## config.mk

```make
export PLATFORM = sky130hd
export DESIGN_NAME = scht_cell
export DESIGN_NICKNAME = d
export VERILOG_FILES = /design/src/sv/scht_pkg.sv /design/src/sv/scht_cell.sv
export SDC_FILE = /design/constraint.sdc
export NUM_CORES = 1
export LEC_CHECK = 0
export BUFFER_PORTS_ARGS = -buffer_cell sky130_fd_sc_hd__buf_2
export CAP_MARGIN = 20
export CELL_PAD_IN_SITES_DETAIL_PLACEMENT = 0
export CELL_PAD_IN_SITES_GLOBAL_PLACEMENT = 1
export CORE_MARGIN = 10
export CORE_UTILIZATION = 30
export CTS_CLUSTER_SIZE = 25
export DETAILED_ROUTE_END_ITERATION = 6
export PLACE_DENSITY_LB_ADDON = 0.1
export SLEW_MARGIN = 0
export SYNTH_ARGS = -nofsm -noshare
export SYNTH_HDL_FRONTEND = slang
export SYNTH_SLANG_ARGS = --single-unit
```

## constraint.sdc

```tcl
create_clock -name clk -period 2.6 [get_ports clk]
set_clock_uncertainty 0.15 [all_clocks]
set_input_delay 0.13 -clock clk [delete_from_list [all_inputs] [get_ports clk]]
set_output_delay 0.13 -clock clk [all_outputs]
set_load 0.005 [all_outputs]
```

## src/sv/scht_pkg.sv

```systemverilog
// scht_pkg: shared types for the sorted hash counter table
// holds the sequencer state enum and the control struct sent to the cell row
// no dependencies
package scht_pkg;

  localparam int TABLE_DEPTH_DEF = 64;
  localparam int KEY_WIDTH_DEF   = 32;
  localparam int COUNT_WIDTH_DEF = 32;

  localparam int HASH_W  = 32;
  localparam int SLOT_W  = 6;
  localparam int COUNT_W = 32;

  // sequencer states
  typedef enum logic {
    ST_IDLE,
    ST_UPD
  } state_t;

  // control broadcast from the sequencer to every cell
  typedef struct packed {
    logic cmp;   // latch compare flags against the incoming key
    logic inc;   // increment the matching entry
    logic ins;   // open a gap at the insertion point and load the key
  } cell_ctrl_t;

endpackage

```

## src/sv/scht_cell.sv

```systemverilog
// scht_cell: one entry of the sorted table with its compare flags
// takes key and count from its lower neighbour when opening a gap
// depends on scht_pkg
module scht_cell #(
  parameter int KEY_WIDTH   = scht_pkg::KEY_WIDTH_DEF,
  parameter int COUNT_WIDTH = scht_pkg::COUNT_WIDTH_DEF,
  parameter int USED_W      = 7,
  parameter int INDEX       = 0
) (
  input  logic                   clk,
  input  logic                   rst,
  input  scht_pkg::cell_ctrl_t   ctrl,
  input  logic [USED_W-1:0]      used,
  input  logic [KEY_WIDTH-1:0]   key_in,
  input  logic [KEY_WIDTH-1:0]   key_hold,
  input  logic [KEY_WIDTH-1:0]   prev_key,
  input  logic [COUNT_WIDTH-1:0] prev_count,
  input  logic                   prev_lt,
  output logic [KEY_WIDTH-1:0]   key,
  output logic [COUNT_WIDTH-1:0] count,
  output logic                   lt,
  output logic                   eq,
  output logic                   boundary,
  output logic [COUNT_WIDTH-1:0] count_inc
);

  logic occ;

  // entry holds data when its index is below the fill count
  assign occ = (used > USED_W'(INDEX));

  // first entry whose key is not below the search key
  assign boundary = !lt && prev_lt;

  // saturating increment
  assign count_inc = (count == {COUNT_WIDTH{1'b1}}) ? count : count + COUNT_WIDTH'(1);

  // compare flags
  always_ff @(posedge clk) begin
    if (rst) begin
      lt <= 1'b0;
      eq <= 1'b0;
    end else if (ctrl.cmp) begin
      lt <= occ && (key < key_in);
      eq <= occ && (key == key_in);
    end
  end

  // entry payload: increment, load or shift up
  always_ff @(posedge clk) begin
    if (ctrl.inc && eq) begin
      count <= count_inc;
    end else if (ctrl.ins && boundary) begin
      key   <= key_hold;
      count <= COUNT_WIDTH'(2);
    end else if (ctrl.ins && !prev_lt) begin
      key   <= prev_key;
      count <= prev_count;
    end
  end

endmodule

```

==> metrics <==
status=complete, no violations; Top FF cell, synth=edfxtp_1; Clk pin slew, worst setup/hold paths=0.06 ns; vias=about 4,600; Synth Area in Simple Gates=0.171; clock sink count=66; Routed WL per cell=between 15 and 20 um; drt drc=0; CTS Buf Count=9; Core Area=14,400 um^2; worst setup margin=around 0.078 ns; TritonRoute pass-1 iters=4; Tmin final=between 2 and 3 ns; share of layout cells above drive strength 1=0.460; DR iter-0 viols=~140; CP Launch Type=flip-flop; flop2flop setup slack=between 0.2 and 0.25 ns; xor and xnor area share after synthesis=0.0578; Detail Route Antenna Nets=0; largest net degree at the start of global routing=33; Cell Area, Synth=4400 um^2; cell taking the most area after synthesis=edfxtp_1; GPL Wtd Cong=about 0.83; CTS root buf=clkbuf_16; # H-tree levels=3; top post-synthesis cells by count=64 x edfxtp_1, 37 x inv_1, 33 x ha_1, 32 x mux2_2, 30 x nand2_1; DP Area=5910 um^2; vias in the first global route=around 4,900; Final Hold Viols=0; library cells used by synthesis=46; CTS tree=yes; Synth Area in Compound Gates=0.105; first-pass GRT wire length=approximately 26,000 um; chip height=roughly 140 um; vias per cell=between 4 and 5; Detailed Place HPWL=approximately 13,000 um; reg2reg end=eq; largest family of logic cells by synthesized area=simple AND/OR/NAND/NOR gates; CP Max Fanout=4; latest clock arrival within the worst-skew pair=~0.34 ns; VDD IR max=roughly 0.00027 V; Mapped Nets=approximately 580; Seq cells post-synth=66; number of antenna violations at the first check in global routing=1; fin. max-slew vios=0; CP startpoint=count[0]; Post-Synthesis Cells=407; Synth top area share=0.437; starting density of the core=0.305; die area=approximately 20,000 um^2; Pwr Density=459 nW/um^2; I/O Pins=240; Max clock buf depth=2; worst-margin pin slew=0.548 ns; layout filler cell count=1,360; Final nets=approximately 940; worst reg2reg path depth=7; # rows=between 40 and 50; RR Startpoint=key[30]; Leak Pwr=around 3.5 nW; ant diodes=0; Req. time, crit path=~2.3 ns; final worst-path cycle share=0.970; Layout area overhead=66.5%; Port Buffers=approximately 240; slew margin rel.=0.630; Post-synth EDFFs=64; HP Class=input pin to flip-flop; async set or reset register ratio after synthesis=0; Adder-Cell Fraction of Synth Area=0.0939; unrepaired setup endpoints after global routing=yes; Mapped Avg Cell Area=10.8 um^2; total of max-cap violations=0; CP Class=flip-flop to output pin; CP endpoint=count_inc[26]; Critical Path End Type=output pin; die width=between 100 and 150 um; # setup viols final=0; total wire length=17,100 um; global-route usage over all layers=0.165; main area contributors after synthesis=edfxtp_1 44%, ha_1 9.4%, mux2_2 8.2%; dpl ws=roughly 0.22 ns; design area=7320 um^2; Critical Path AT=2.24 ns; Max Fclk=396 MHz; Warnings, synthesis=0; total gr overflow=0; top-count cell post-synth=edfxtp_1; Seq/Total Area, Yosys=0.446; post-synthesis mux area share=0.0819
## registers in the layout (all words and copies together) (netlist names)
register	flops
lt	1
eq	1
key	32
count	32
## how the worst min path moves through the flow
stage	startpoint	endpoint	slack, ns	cells past startpoint
after global placement	rst	eq	0.18	2
after detailed placement	rst	eq	0.18	2
final	prev_count[1]	count[1]	0.01	3
after global routing	prev_count[1]	count[1]	0.009	3
after CTS	prev_count[1]	count[1]	0.001	3
after floorplan	rst	eq	0.05	1
## power by group
group          total [mW]  switching [mW]  internal [mW]
sequential           1.35          0.0710           1.28
combinational       0.799           0.347          0.452
clock                1.21           0.476          0.735
total                3.36           0.894           2.46
## critical path, stage by stage, from the launching register on
cell and delay [ns]:
edfxtp_1 0.40, ha_4 0.18, nand4_4 0.15, nor4_4 0.33, nand4_1 0.27, nor2_1 0.20, xor2_1 0.21, buf_2 0.16
## routing by layer
layer	wire length [um]	share of wire	track usage
met4	339	0.020	0.0647
met3	1570	0.092	0.0652
met2	8380	0.49	0.276
met5	7	0.00041	0
met1	6780	0.40	0.185
## cells by family (layout without fill, tap and decap cells)
group | after synthesis | count (layout)
muxes | 32 | 32
xor gates and xnor gates | 29 | 29
AOI/OAI and AO/OA | 66 | 66
adders and majority gates | 33 | 33
and+or+nand+nor | 130 | 130
DFF | 66 | 66
buffers and inverters | 51 | 412
## what timing repair did
item / CTS / global route
hold buffers: 85 / 0
buffers inserted: 0 / 18
gates cloned: 0 / 0
endpoints found under the hold margin: 53 / 0
pin swaps: 1 / 9
resized for setup: 4 / 20
setup endpoints to repair: 8 / 30
## area by class of cell
cell class	count	area [um^2]	share of cell area
flip-flops and latches	66	1960	0.268
inverters	37	139	0.0190
clock inverters	6	57.6	0.00786
repair buffers	359	2320	0.316
clock buffers	10	229	0.0313
multi-input cells	290	2390	0.326
well taps	184	230	0.0314
## metrics by stage
step           cells  total power [mW]  utilization  TNS [ns]  hold slack [ns]
2_1_floorplan    407              1.66            -         0           0.0524
3_5_place_dp     833              2.01        0.410         0            0.180
5_1_grt          952              3.54        0.508    -0.498          0.00851
6_report         952              3.36        0.508         0           0.0144
4_1_cts          934              3.37        0.490         0          0.00114
3_3_place_gp     833              2.00        0.410         0            0.176
## layout by cell type (no fill, tap or decap), types with 3 or more instances in the layout
master,instances
and3_1,18
buf_2,239
a211oi_1,3
clkinv_2,4
xnor2_1,7
clkbuf_16,9
nor3_2,4
edfxtp_1,64
xor2_1,17
mux2_2,32
nand3_1,12
buf_4,33
a21o_1,13
dlygate4sd3_1,85
o21ai_0,5
nand3_2,4
xnor2_2,3
nor2_1,19
ha_1,32
a22o_1,18
inv_1,37
nor3_1,4
a21oi_1,17
nand4_1,14
nand2_1,29
Note: power is estimated with default switching activity, not from simulation.
